File: src/tgo_pkg.sv
// Shared types and constants for the tone generator with one-shot unit.
`timescale 1ns / 1ps

package tgo_pkg;

   localparam int FREQ_W = 16;   // frequency register width
   localparam int DUR_W  = 16;   // duration register width
   localparam int HALF_W = 16;   // half period / elapsed counter width
   localparam int NUM_SOUNDS = 3;

   localparam logic OP_TICK = 1'b0;
   localparam logic OP_CMD  = 1'b1;

   // Register indexes on the configuration port
   localparam logic [2:0] REG_FREQ_WARN_ONE = 3'd0;
   localparam logic [2:0] REG_FREQ_WARN_TWO = 3'd1;
   localparam logic [2:0] REG_FREQ_TRACK    = 3'd2;
   localparam logic [2:0] REG_DUR_WARN_ONE  = 3'd3;
   localparam logic [2:0] REG_DUR_WARN_TWO  = 3'd4;
   localparam logic [2:0] REG_DUR_TRACK     = 3'd5;

   typedef enum logic [1:0] {
      MODE_OFF     = 2'd0,
      MODE_CONT    = 2'd1,
      MODE_ONESHOT = 2'd2,
      MODE_NONE    = 2'd3   // nothing applied yet; also an invalid request
   } mode_type;

   typedef enum logic [1:0] {
      SOUND_WARN_ONE = 2'd0,
      SOUND_WARN_TWO = 2'd1,
      SOUND_TRACK    = 2'd2,
      SOUND_SILENT   = 2'd3
   } sound_type;

   typedef enum logic {
      ST_IDLE,
      ST_DIV
   } ctrl_state_type;

   typedef struct packed {
      logic [NUM_SOUNDS-1:0][FREQ_W-1:0] freq;
      logic [NUM_SOUNDS-1:0][DUR_W-1:0]  dur;
   } cfg_type;

   typedef struct packed {
      logic apply;      // request accepted this cycle
      logic div_load;   // start the half-period division
      logic div_step;   // one quotient bit
   } ctrl_cmd_type;

   typedef struct packed {
      logic start_tone; // accepted request starts a tone
      logic div_last;   // division finishes this cycle
   } dp_status_type;

endpackage

File: src/tone_generator_with_oneshot_unit.sv
// Top level of the square-wave tone generator with one-shot mode.
//
// Requests arrive on the req_ stream: tuser carries the opcode (0 tick,
// 1 command), tdata the requested mode and sound. Every request yields one
// result on the rsp_ stream with the speaker level, current mode and the
// one-shot busy flag after that request.
// The result is valid in the cycle after the request is accepted.
// Throughput: one request per cycle while the receiver takes each result,
// except for a command that starts a tone; it holds req_tready low while
// the bit-serial divider computes the half period round(TICK_RATE_HZ / 2f).
// The tone state registers serve as the result register: while a result
// waits on a stalled receiver, the next request is accepted in the cycle
// the receiver takes it, never earlier.
// Reset clears all tone state to off and the six frequency/duration
// registers to their defaults; no result is pending after reset.
// The user writes registers over csr_ only while no request is in progress; the block does not enforce this.
`timescale 1ns / 1ps

module tone_generator_with_oneshot_unit
   import tgo_pkg::*;
#(
   parameter int TICK_RATE_HZ = 1000
) (
   input  logic        clock,
   input  logic        reset,
   input  logic        req_tvalid,
   output logic        req_tready,
   input  logic [7:0]  req_tdata,   // [1:0] mode_req, [3:2] sound_req, [7:4] zero
   input  logic        req_tuser,   // [0] opcode
   output logic        rsp_tvalid,
   input  logic        rsp_tready,
   output logic [7:0]  rsp_tdata,   // [0] speaker_level, [2:1] active_mode,
                                    // [3] oneshot_busy, [7:4] zero
   input  logic        csr_psel,
   input  logic        csr_penable,
   input  logic        csr_pwrite,
   input  logic [4:0]  csr_paddr,
   input  logic [31:0] csr_pwdata,
   output logic [31:0] csr_prdata,
   output logic        csr_pready
);

   cfg_type       cfg;
   ctrl_cmd_type  cmd;
   dp_status_type status;
   logic          speaker_level;
   logic [1:0]    active_mode;
   logic          oneshot_busy;

   tgo_csr u_csr (
      .clock       (clock),
      .reset       (reset),
      .csr_psel    (csr_psel),
      .csr_penable (csr_penable),
      .csr_pwrite  (csr_pwrite),
      .csr_paddr   (csr_paddr),
      .csr_pwdata  (csr_pwdata),
      .csr_prdata  (csr_prdata),
      .csr_pready  (csr_pready),
      .cfg         (cfg)
   );

   tgo_ctrl u_ctrl (
      .clock      (clock),
      .reset      (reset),
      .req_tvalid (req_tvalid),
      .req_tready (req_tready),
      .rsp_tvalid (rsp_tvalid),
      .rsp_tready (rsp_tready),
      .status     (status),
      .cmd        (cmd)
   );

   tgo_dp #(
      .TICK_RATE_HZ (TICK_RATE_HZ)
   ) u_dp (
      .clock         (clock),
      .reset         (reset),
      .cfg           (cfg),
      .req_opcode    (req_tuser),
      .req_mode      (req_tdata[1:0]),
      .req_sound     (req_tdata[3:2]),
      .cmd           (cmd),
      .status        (status),
      .speaker_level (speaker_level),
      .active_mode   (active_mode),
      .oneshot_busy  (oneshot_busy)
   );

   assign rsp_tdata = {4'd0, oneshot_busy, active_mode, speaker_level};

endmodule

File: src/tgo_csr.sv
// Configuration registers behind the APB-style port.
`timescale 1ns / 1ps

module tgo_csr
   import tgo_pkg::*;
(
   input  logic        clock,
   input  logic        reset,
   input  logic        csr_psel,
   input  logic        csr_penable,
   input  logic        csr_pwrite,
   input  logic [4:0]  csr_paddr,
   input  logic [31:0] csr_pwdata,
   output logic [31:0] csr_prdata,
   output logic        csr_pready,
   output cfg_type     cfg
);

   logic [FREQ_W-1:0] freq_ff [NUM_SOUNDS];
   logic [DUR_W-1:0]  dur_ff  [NUM_SOUNDS];
   logic [2:0]        index;
   logic              wr_en;
   logic [15:0]       rd_val;

   assign csr_pready = 1'b1;
   assign index      = csr_paddr[4:2];
   assign wr_en      = csr_psel & csr_penable & csr_pwrite & csr_pready;

   always_ff @(posedge clock) begin
      if (reset) begin
         freq_ff[0] <= 16'd2000;
         freq_ff[1] <= 16'd1000;
         freq_ff[2] <= 16'd440;
         dur_ff[0]  <= 16'd200;
         dur_ff[1]  <= 16'd200;
         dur_ff[2]  <= 16'd100;
      end else if (wr_en) begin
         case (index)
            REG_FREQ_WARN_ONE: freq_ff[0] <= csr_pwdata[FREQ_W-1:0];
            REG_FREQ_WARN_TWO: freq_ff[1] <= csr_pwdata[FREQ_W-1:0];
            REG_FREQ_TRACK:    freq_ff[2] <= csr_pwdata[FREQ_W-1:0];
            REG_DUR_WARN_ONE:  dur_ff[0]  <= csr_pwdata[DUR_W-1:0];
            REG_DUR_WARN_TWO:  dur_ff[1]  <= csr_pwdata[DUR_W-1:0];
            REG_DUR_TRACK:     dur_ff[2]  <= csr_pwdata[DUR_W-1:0];
            default: ;
         endcase
      end
   end

   always_comb begin
      case (index)
         REG_FREQ_WARN_ONE: rd_val = freq_ff[0];
         REG_FREQ_WARN_TWO: rd_val = freq_ff[1];
         REG_FREQ_TRACK:    rd_val = freq_ff[2];
         REG_DUR_WARN_ONE:  rd_val = dur_ff[0];
         REG_DUR_WARN_TWO:  rd_val = dur_ff[1];
         REG_DUR_TRACK:     rd_val = dur_ff[2];
         default:           rd_val = 16'd0;
      endcase
   end

   assign csr_prdata = {16'd0, rd_val};

   always_comb begin
      for (int i = 0; i < NUM_SOUNDS; i++) begin
         cfg.freq[i] = freq_ff[i];
         cfg.dur[i]  = dur_ff[i];
      end
   end

endmodule

File: src/tgo_ctrl.sv
// Controller: request handshake, result valid and the division sequencer.
`timescale 1ns / 1ps

module tgo_ctrl
   import tgo_pkg::*;
(
   input  logic          clock,
   input  logic          reset,
   input  logic          req_tvalid,
   output logic          req_tready,
   output logic          rsp_tvalid,
   input  logic          rsp_tready,
   input  dp_status_type status,
   output ctrl_cmd_type  cmd
);

   ctrl_state_type state_ff, state_in;
   logic           rsp_valid_ff, rsp_valid_in;
   logic           accept;

   // Datapath state doubles as the result register, so a new request is
   // taken only once the pending result leaves.
   assign req_tready = (state_ff == ST_IDLE) & (~rsp_valid_ff | rsp_tready);
   assign accept     = req_tvalid & req_tready;
   assign rsp_tvalid = rsp_valid_ff;

   always_comb begin
      state_in = state_ff;
      case (state_ff)
         ST_IDLE: if (accept && status.start_tone) state_in = ST_DIV;
         ST_DIV:  if (status.div_last) state_in = ST_IDLE;
         default: state_in = ST_IDLE;
      endcase
   end

   always_comb begin
      cmd = '0;
      case (state_ff)
         ST_IDLE: begin
            cmd.apply    = accept;
            cmd.div_load = accept & status.start_tone;
         end
         ST_DIV:  cmd.div_step = 1'b1;
         default: cmd = '0;
      endcase
   end

   always_comb begin
      if (accept) rsp_valid_in = 1'b1;
      else if (rsp_tready) rsp_valid_in = 1'b0;
      else rsp_valid_in = rsp_valid_ff;
   end

   always_ff @(posedge clock) begin
      if (reset) begin
         state_ff     <= ST_IDLE;
         rsp_valid_ff <= 1'b0;
      end else begin
         state_ff     <= state_in;
         rsp_valid_ff <= rsp_valid_in;
      end
   end

endmodule

File: src/tgo_dp.sv
// Datapath: tone state, waveform counters and the half-period divider.
`timescale 1ns / 1ps

module tgo_dp
   import tgo_pkg::*;
#(
   parameter int TICK_RATE_HZ = 1000
) (
   input  logic          clock,
   input  logic          reset,
   input  cfg_type       cfg,
   input  logic          req_opcode,
   input  logic [1:0]    req_mode,
   input  logic [1:0]    req_sound,
   input  ctrl_cmd_type  cmd,
   output dp_status_type status,
   output logic          speaker_level,
   output logic [1:0]    active_mode,
   output logic          oneshot_busy
);

   // (rate + f) needs this many bits; quotient bits come one per cycle
   localparam int NUM_W = $clog2(TICK_RATE_HZ + (1 << FREQ_W));
   localparam int CNT_W = $clog2(NUM_W + 1);

   mode_type          mode_ff, mode_in;
   sound_type         sound_ff, sound_in;
   mode_type          app_mode_ff, app_mode_in;
   sound_type         app_sound_ff, app_sound_in;
   logic              tone_en_ff, tone_en_in;
   logic [HALF_W-1:0] half_ff, half_in;
   logic [HALF_W-1:0] elapsed_ff, elapsed_in;
   logic [DUR_W-1:0]  remain_ff, remain_in;
   logic              pin_ff, pin_in;

   logic [NUM_W-1:0]  div_num_ff, div_num_in;
   logic [NUM_W-1:0]  div_den_ff, div_den_in;
   logic [NUM_W-1:0]  div_rem_ff, div_rem_in;
   logic [NUM_W-1:0]  div_quo_ff, div_quo_in;
   logic [CNT_W-1:0]  div_cnt_ff, div_cnt_in;
   logic [NUM_W:0]    rem_sh;
   logic              q_bit;

   mode_type          m_req;
   sound_type         s_req;
   logic [FREQ_W-1:0] f_sel;
   logic [DUR_W-1:0]  d_sel;
   logic              start;
   logic [HALF_W-1:0] e_inc;

   assign m_req = mode_type'(req_mode);
   assign s_req = sound_type'(req_sound);

   always_comb begin
      case (s_req)
         SOUND_WARN_ONE: begin f_sel = cfg.freq[0]; d_sel = cfg.dur[0]; end
         SOUND_WARN_TWO: begin f_sel = cfg.freq[1]; d_sel = cfg.dur[1]; end
         SOUND_TRACK:    begin f_sel = cfg.freq[2]; d_sel = cfg.dur[2]; end
         default:        begin f_sel = '0;          d_sel = '0;          end
      endcase
   end

   assign e_inc = elapsed_ff + HALF_W'(1);

   // Next tone state for the request at the port; committed on cmd.apply.
   always_comb begin
      mode_in      = mode_ff;
      sound_in     = sound_ff;
      app_mode_in  = app_mode_ff;
      app_sound_in = app_sound_ff;
      tone_en_in   = tone_en_ff;
      elapsed_in   = elapsed_ff;
      remain_in    = remain_ff;
      pin_in       = pin_ff;
      start        = 1'b0;

      if (req_opcode == OP_CMD) begin
         if (mode_ff != MODE_ONESHOT && m_req != MODE_NONE) begin
            mode_in  = m_req;
            sound_in = s_req;
            case (m_req)
               MODE_OFF: begin
                  if (app_mode_ff != MODE_OFF) begin
                     tone_en_in = 1'b0;
                     elapsed_in = '0;
                     pin_in     = 1'b0;
                  end
                  app_mode_in  = MODE_OFF;
                  app_sound_in = s_req;
               end
               MODE_CONT: begin
                  if (app_mode_ff != MODE_CONT || app_sound_ff != s_req) begin
                     start        = (f_sel != '0);
                     tone_en_in   = (f_sel != '0);
                     elapsed_in   = '0;
                     pin_in       = 1'b0;
                     app_mode_in  = MODE_CONT;
                     app_sound_in = s_req;
                  end
               end
               MODE_ONESHOT: begin
                  elapsed_in   = '0;
                  pin_in       = 1'b0;
                  app_sound_in = s_req;
                  if (f_sel != '0 && d_sel != '0) begin
                     start       = 1'b1;
                     tone_en_in  = 1'b1;
                     remain_in   = d_sel;
                     app_mode_in = MODE_ONESHOT;
                  end else begin
                     // nothing to play: straight back to off
                     tone_en_in  = 1'b0;
                     remain_in   = '0;
                     mode_in     = MODE_OFF;
                     app_mode_in = MODE_OFF;
                  end
               end
               default: ;
            endcase
         end
      end else begin
         if (mode_ff == MODE_ONESHOT && remain_ff <= DUR_W'(1)) begin
            tone_en_in   = 1'b0;
            elapsed_in   = '0;
            pin_in       = 1'b0;
            remain_in    = '0;
            mode_in      = MODE_OFF;
            app_mode_in  = MODE_OFF;
            app_sound_in = sound_ff;
         end else if (mode_ff == MODE_CONT || mode_ff == MODE_ONESHOT) begin
            if (mode_ff == MODE_ONESHOT) remain_in = remain_ff - DUR_W'(1);
            if (tone_en_ff && half_ff != '0) begin
               if (e_inc >= half_ff) begin
                  pin_in     = ~pin_ff;
                  elapsed_in = e_inc - half_ff;
               end else begin
                  elapsed_in = e_inc;
               end
            end
         end
      end
   end

   assign status.start_tone = start;
   assign status.div_last   = (div_cnt_ff == CNT_W'(NUM_W - 1));

   // Restoring divider: (rate + f) / (2 f), one quotient bit per cycle
   assign rem_sh = {div_rem_ff, div_num_ff[NUM_W-1]};
   assign q_bit  = (rem_sh >= {1'b0, div_den_ff});

   always_comb begin
      div_num_in = div_num_ff;
      div_den_in = div_den_ff;
      div_rem_in = div_rem_ff;
      div_quo_in = div_quo_ff;
      div_cnt_in = div_cnt_ff;
      half_in    = half_ff;
      if (cmd.div_load) begin
         div_num_in = NUM_W'(TICK_RATE_HZ) + NUM_W'(f_sel);
         div_den_in = NUM_W'({f_sel, 1'b0});
         div_rem_in = '0;
         div_quo_in = '0;
         div_cnt_in = '0;
      end else if (cmd.div_step) begin
         div_num_in = {div_num_ff[NUM_W-2:0], 1'b0};
         div_rem_in = q_bit ? NUM_W'(rem_sh - {1'b0, div_den_ff})
                            : rem_sh[NUM_W-1:0];
         div_quo_in = {div_quo_ff[NUM_W-2:0], q_bit};
         div_cnt_in = div_cnt_ff + CNT_W'(1);
         if (status.div_last) begin
            // clamp to at least one tick
            half_in = (div_quo_in == '0) ? HALF_W'(1) : div_quo_in[HALF_W-1:0];
         end
      end
   end

   always_ff @(posedge clock) begin
      if (reset) begin
         mode_ff      <= MODE_OFF;
         sound_ff     <= SOUND_WARN_ONE;
         app_mode_ff  <= MODE_NONE;
         app_sound_ff <= SOUND_SILENT;
         tone_en_ff   <= 1'b0;
         half_ff      <= '0;
         elapsed_ff   <= '0;
         remain_ff    <= '0;
         pin_ff       <= 1'b0;
         div_cnt_ff   <= '0;
      end else begin
         if (cmd.apply) begin
            mode_ff      <= mode_in;
            sound_ff     <= sound_in;
            app_mode_ff  <= app_mode_in;
            app_sound_ff <= app_sound_in;
            tone_en_ff   <= tone_en_in;
            elapsed_ff   <= elapsed_in;
            remain_ff    <= remain_in;
            pin_ff       <= pin_in;
         end
         half_ff    <= half_in;
         div_cnt_ff <= div_cnt_in;
      end
   end

   always_ff @(posedge clock) begin
      div_num_ff <= div_num_in;
      div_den_ff <= div_den_in;
      div_rem_ff <= div_rem_in;
      div_quo_ff <= div_quo_in;
   end

   assign speaker_level = pin_ff;
   assign active_mode   = mode_ff;
   assign oneshot_busy  = (mode_ff == MODE_ONESHOT);

endmodule
File: config.mk
export PLATFORM = sky130hd
export DESIGN_NAME = tone_generator_with_oneshot_unit
export DESIGN_NICKNAME = d
export VERILOG_FILES = /design/src/tgo_pkg.sv /design/src/tone_generator_with_oneshot_unit.sv /design/src/tgo_csr.sv /design/src/tgo_ctrl.sv /design/src/tgo_dp.sv
export SDC_FILE = /design/constraint.sdc
export NUM_CORES = 1
export LEC_CHECK = 0
export BUFFER_PORTS_ARGS = -buffer_cell sky130_fd_sc_hd__buf_2
export CAP_MARGIN = 20
export CORE_ASPECT_RATIO = 1.2
export CORE_UTILIZATION = 60
export CTS_BUF_LIST = sky130_fd_sc_hd__clkbuf_2 sky130_fd_sc_hd__clkbuf_4 sky130_fd_sc_hd__clkbuf_8
export CTS_CLUSTER_DIAMETER = 40
export DETAILED_ROUTE_END_ITERATION = 6
export GPL_TIMING_DRIVEN = 0
export PLACE_DENSITY = 0.79
export SLEW_MARGIN = 20
export SYNTH_ARGS = -nofsm -noshare
export SYNTH_HDL_FRONTEND = slang
export SYNTH_HIERARCHICAL = 1
export SYNTH_SLANG_ARGS = --single-unit
File: constraint.sdc
create_clock -name clock -period 9.95 [get_ports clock]
set_clock_uncertainty 0.05 [all_clocks]
set_input_delay 2.4875 -clock clock [delete_from_list [all_inputs] [get_ports clock]]
set_output_delay 2.4875 -clock clock [all_outputs]
set_load 0.02 [all_outputs]
==> results.md <==
- The synthesis-to-finish area growth is 10.8%.
- The count of final setup violators is 0.
- VDD sags by at most 0.142 mV.
- In this run, CTS created clock tree buffers numbering 38.
- In the final layout, the share of cells above drive strength 1 is 0.159.
- In this run the number of cells on the critical path is 23.
- The worst hold path cell count is 2.
- The total net switching power is 833 uW.
- The number of enable-type register cells in the synthesized netlist is 129.
- The remaining max-slew budget at the tightest pin is 0.365.
- The core region is 0.0211 sq mm.
- Entering global routing, the biggest net connects 18 pins.
- The slowest library cell on the worst path is sky130_fd_sc_hd__nor4_1.
- For this run, the leading register cell type out of synthesis is sky130_fd_sc_hd__edfxtp_1.
- The number of setup buffers added after CTS is 0.
- The cell seen most often among critical-path stages is sky130_fd_sc_hd__buf_2.
- The kind of cell adding the most delay to the critical path is buffers and inverters.
- For this block, the initial DRC count from the detailed router was 956.
- Summing all multi-input logic gate instances after layout gives 0.00651 sq mm.
- The required time at the endpoint of the critical path is 10.38 ns.
- The slew at the pin with the worst max-slew slack is 0.941 ns.
- The share of the yosys chip area belonging to registers is 0.448.
- The via count of the first global-routing pass was 10300.
- The Yosys step of the flow raised 6 warnings.
- The initial utilization of the core area, before any placement, comes to 0.616.
- Once the clock tree was built, the resizer swapped 0 gates to a different size.
- The worst register-to-register path has a depth of 19.
- The internal power of the cells totals 1770 uW.
- Clock-pin slew was measured on the worst setup and hold paths at 0.06 ns.
- The largest single stage delay on the critical path is 0.64 ns.
- Synthesis produced a netlist whose cell count is 1300.
- For this design, the CTS-stage hold fixing added 0 buffers.
- The path type of the worst setup path is in -> reg.
- In this run the number of H-tree levels came out at 2.
- The type of origin of the critical path is a primary input.
- The congestion estimate from routability-driven global placement came to 0.943.
- The share of total power dissipated in combinational logic is 0.240.
- The area taken by flip-flops and latches is 0.00584 sq mm.
- The post-route setup TNS is 0 ns.
- Walking the worst path, the cells encountered are buf_2 -> buf_2 -> buf_2 -> buf_2 -> o2bb2ai_1 -> nor4_1 -> nand4_1 -> o21a_1 -> a22oi_1 -> nor2_1 -> and3_1 -> buf_4 -> inv_1 -> nor3_2 -> buf_4 -> clkbuf_1 -> inv_1 -> nand2_1 -> nor4_1 -> nand2b_1 -> a21oi_1 -> clkbuf_1 -> a22o_1.
- The minimum period implied by the final worst setup slack is 7.47 ns.
- Of all flip-flops after synthesis, the portion carrying an async set or reset was 0.
- The routed via count is 10600.
- The tree built by TritonCTS fans out to 227 sinks.
- In this run the mean area of a mapped cell was 10.0 sq um.
- Leaving out fill and tap cells, the most frequent cell in the layout is sky130_fd_sc_hd__edfxtp_1.
- Summed over all layers, the global routing overflow is 0.
- Dividing the detail-routed wire length by the instance count gives 19.8 um.
- For this block, the routed nets add up to 33700 um of wire.
- The min-delay analysis places its worst path in the category reg -> reg.
- The residual antenna-violating net count after detailed routing is 0.
- The highest achievable clock rate is 134 MHz.
- For this design the ratio of total power to cell area is 180 mW/mm^2.
- The final count of hold timing violations is 0.
- The number of I/O pins is 96.
- Across the run, the number of max-cap violations was 0.
- The share of the clock period used by the worst path after layout is 0.750.
- The die extent in x is 136 um.
- In the layout the commonest cells are sky130_fd_sc_hd__edfxtp_1, sky130_fd_sc_hd__nor2_1, sky130_fd_sc_hd__dfxtp_1.
- The nature of the critical path endpoint is a register.
- The DRC violation count after routing is 0.
- The number of standard-cell rows in the floorplan is 58.
- Of the total power, the share spent switching nets is 0.320.
- The later pin in the worst-skew pair is clocked with a latency of 0.56 ns.
- The CTS tree is yes.
- The flow ran to the end, and the final reports show no timing, DRC or antenna violations.
- The largest driver fanout on the critical path is 12.
- The part of the power in registers is 0.453.
- The count of pins over their slew limit is 0.
- The summed instance area of the synthesized netlist is 0.0130 sq mm.
- The fill cell total of the finished layout is 1741.
- The worst endpoint data arrival time is 7.90 ns.
- The die covers 0.0223 sq mm.
- In this run the static leakage power is 0.00574 uW.
- After the last flow step, the layout net total stands at 1508.
- Setup repair after global routing left no endpoint under its margin.
- The share of total power dissipated in the clock network is 0.308.
- The HPWL after detailed placement is 24200 um.
- The global-route wire length before repair is 52800 um.
- The number of synthesized register bits is 227.
- The initial antenna violation count came to 0.
- For this run, the share of the core covered by cells in the final layout is 0.683.
- The first detailed-routing pass took 7 iterations.
- The netlist uses 79 different library cells.
- The number of antenna repair diodes is 0.
- The total of buffers placed on input and output ports is 50.
- The longest clock path from root to sink contains 3 buffers.
- The chip height is 163 um.
- The sum of buffers and inverters on the critical path is 10.
- For this run, the total global-route usage over all layers was measured as 0.308.
- The cell sitting at the root of the clock tree is a sky130_fd_sc_hd__clkbuf_8.
- The number of vias per cell after detailed routing is 6.23.
- The smallest hold slack is 0.433 ns.
layout make-up:
cell class	count	share of cell area
Buffer	93	0.0375
Clock buffer	52	0.0449
Clock inverter	16	0.00616
Inverter	54	0.0141
Multi-Input combinational cell	944	0.451
Sequential cell	227	0.405
Tap cell	270	0.0234
Timing Repair Buffer	51	0.0179
layer usage:
metal,track usage,vias up,wire [um]
met2,0.536,458,16900
met3,0.0503,107,2440
met4,0.148,0,1460
li1,-,5010,-
met1,0.366,5063,13000
met5,0,-,0
worst register-to-register path: stages, from the launching register on:
cell	delay (ns)
sky130_fd_sc_hd__edfxtp_1	0.40
sky130_fd_sc_hd__mux2i_1	0.17
sky130_fd_sc_hd__o2bb2ai_1	0.21
sky130_fd_sc_hd__or4_4	0.64
sky130_fd_sc_hd__or2_2	0.36
sky130_fd_sc_hd__a22oi_1	0.24
sky130_fd_sc_hd__nor2_1	0.07
sky130_fd_sc_hd__and3_1	0.15
sky130_fd_sc_hd__buf_4	0.13
sky130_fd_sc_hd__inv_1	0.13
sky130_fd_sc_hd__nor3_2	0.11
sky130_fd_sc_hd__buf_4	0.23
sky130_fd_sc_hd__clkbuf_1	0.29
sky130_fd_sc_hd__inv_1	0.14
sky130_fd_sc_hd__nand2_1	0.14
sky130_fd_sc_hd__nor4_1	0.64
sky130_fd_sc_hd__nand2b_1	0.10
sky130_fd_sc_hd__a21oi_1	0.41
sky130_fd_sc_hd__clkbuf_1	0.40
sky130_fd_sc_hd__a22o_1	0.19
logic make-up after synthesis:
kind of cell,after synthesis,share of synthesized area
AOI/OAI and AO/OA,308,0.160
xor gates and xnor gates,56,0.0377
adders and majority gates,46,0.0454
buffers and inverters,147,0.0571
DFF,227,0.448
muxes,116,0.0930
other,3,0.000865
and+or+nand+nor,397,0.158
worst paths after layout:
kind	slack, ns	from	endpoint
hold / removal	0.43	u_ctrl/rsp_tvalid	u_ctrl/rsp_tvalid
setup / recovery	2.48	req_tdata[3]	u_dp/half_ff[14]
hold reg to reg	0.43	u_ctrl/rsp_tvalid	u_ctrl/rsp_tvalid
setup reg to reg	4.67	u_csr/freq_ff[0][23]	u_dp/half_ff[14]
Yosys cell counts, types with 18 or more instances:
master                      count  share of area
sky130_fd_sc_hd__edfxtp_1     129           0.30
sky130_fd_sc_hd__nor2_1       115          0.033
sky130_fd_sc_hd__dfxtp_1       98           0.15
sky130_fd_sc_hd__mux2i_1       86          0.066
sky130_fd_sc_hd__o21ai_0       77          0.030
sky130_fd_sc_hd__a21oi_1       71          0.027
sky130_fd_sc_hd__nand2_1       68          0.020
sky130_fd_sc_hd__inv_1         54          0.016
sky130_fd_sc_hd__ha_1          44          0.042
sky130_fd_sc_hd__nor3_1        37          0.014
sky130_fd_sc_hd__xnor2_1       35          0.024
sky130_fd_sc_hd__o2bb2ai_1     34          0.023
sky130_fd_sc_hd__nand3_1       33          0.013
sky130_fd_sc_hd__buf_4         32          0.018
sky130_fd_sc_hd__clkbuf_1      29         0.0084
sky130_fd_sc_hd__mux2_2        29          0.025
sky130_fd_sc_hd__nor4_1        26          0.013
sky130_fd_sc_hd__xor2_1        21          0.014
sky130_fd_sc_hd__buf_2         20         0.0077
sky130_fd_sc_hd__nand2b_1      20         0.0096
sky130_fd_sc_hd__a21o_1        18          0.010
stage by stage:
stage / instance area, sq um / worst slack (ns) / total power (uW) / std cells
floorplan: 13100 / 3.00 / 1630 / 1318
global placement: 13700 / 1.39 / 1780 / 1638
detailed placement: 13700 / 2.17 / 1800 / 1639
CTS: 14400 / 2.69 / 2600 / 1707
global route: 14400 / 2.20 / 2720 / 1707
finish: 14400 / 2.48 / 2600 / 1707
sequential cells by signal, summed over array words and instances (netlist names), 5 cells and up:
| name | cells |
|---|---|
| u_csr/dur_ff | 48 |
| u_csr/freq_ff | 48 |
| u_dp/div_cnt_ff | 5 |
| u_dp/div_den_ff | 16 |
| u_dp/div_num_ff | 17 |
| u_dp/div_quo_ff | 16 |
| u_dp/div_rem_ff | 17 |
| u_dp/elapsed_ff | 16 |
| u_dp/half_ff | 16 |
| u_dp/remain_ff | 16 |
power by group through the flow:
stage / registers (uW) / clock network, uW / logic, uW
3_5_place_dp: 1190 / 0 / 608
5_1_grt: 1190 / 853 / 685
4_1_cts: 1170 / 810 / 613
3_3_place_gp: 1190 / 0 / 592
2_1_floorplan: 1170 / 0 / 468
6_report: 1180 / 800 / 623
(Power assumes the default switching activity.)
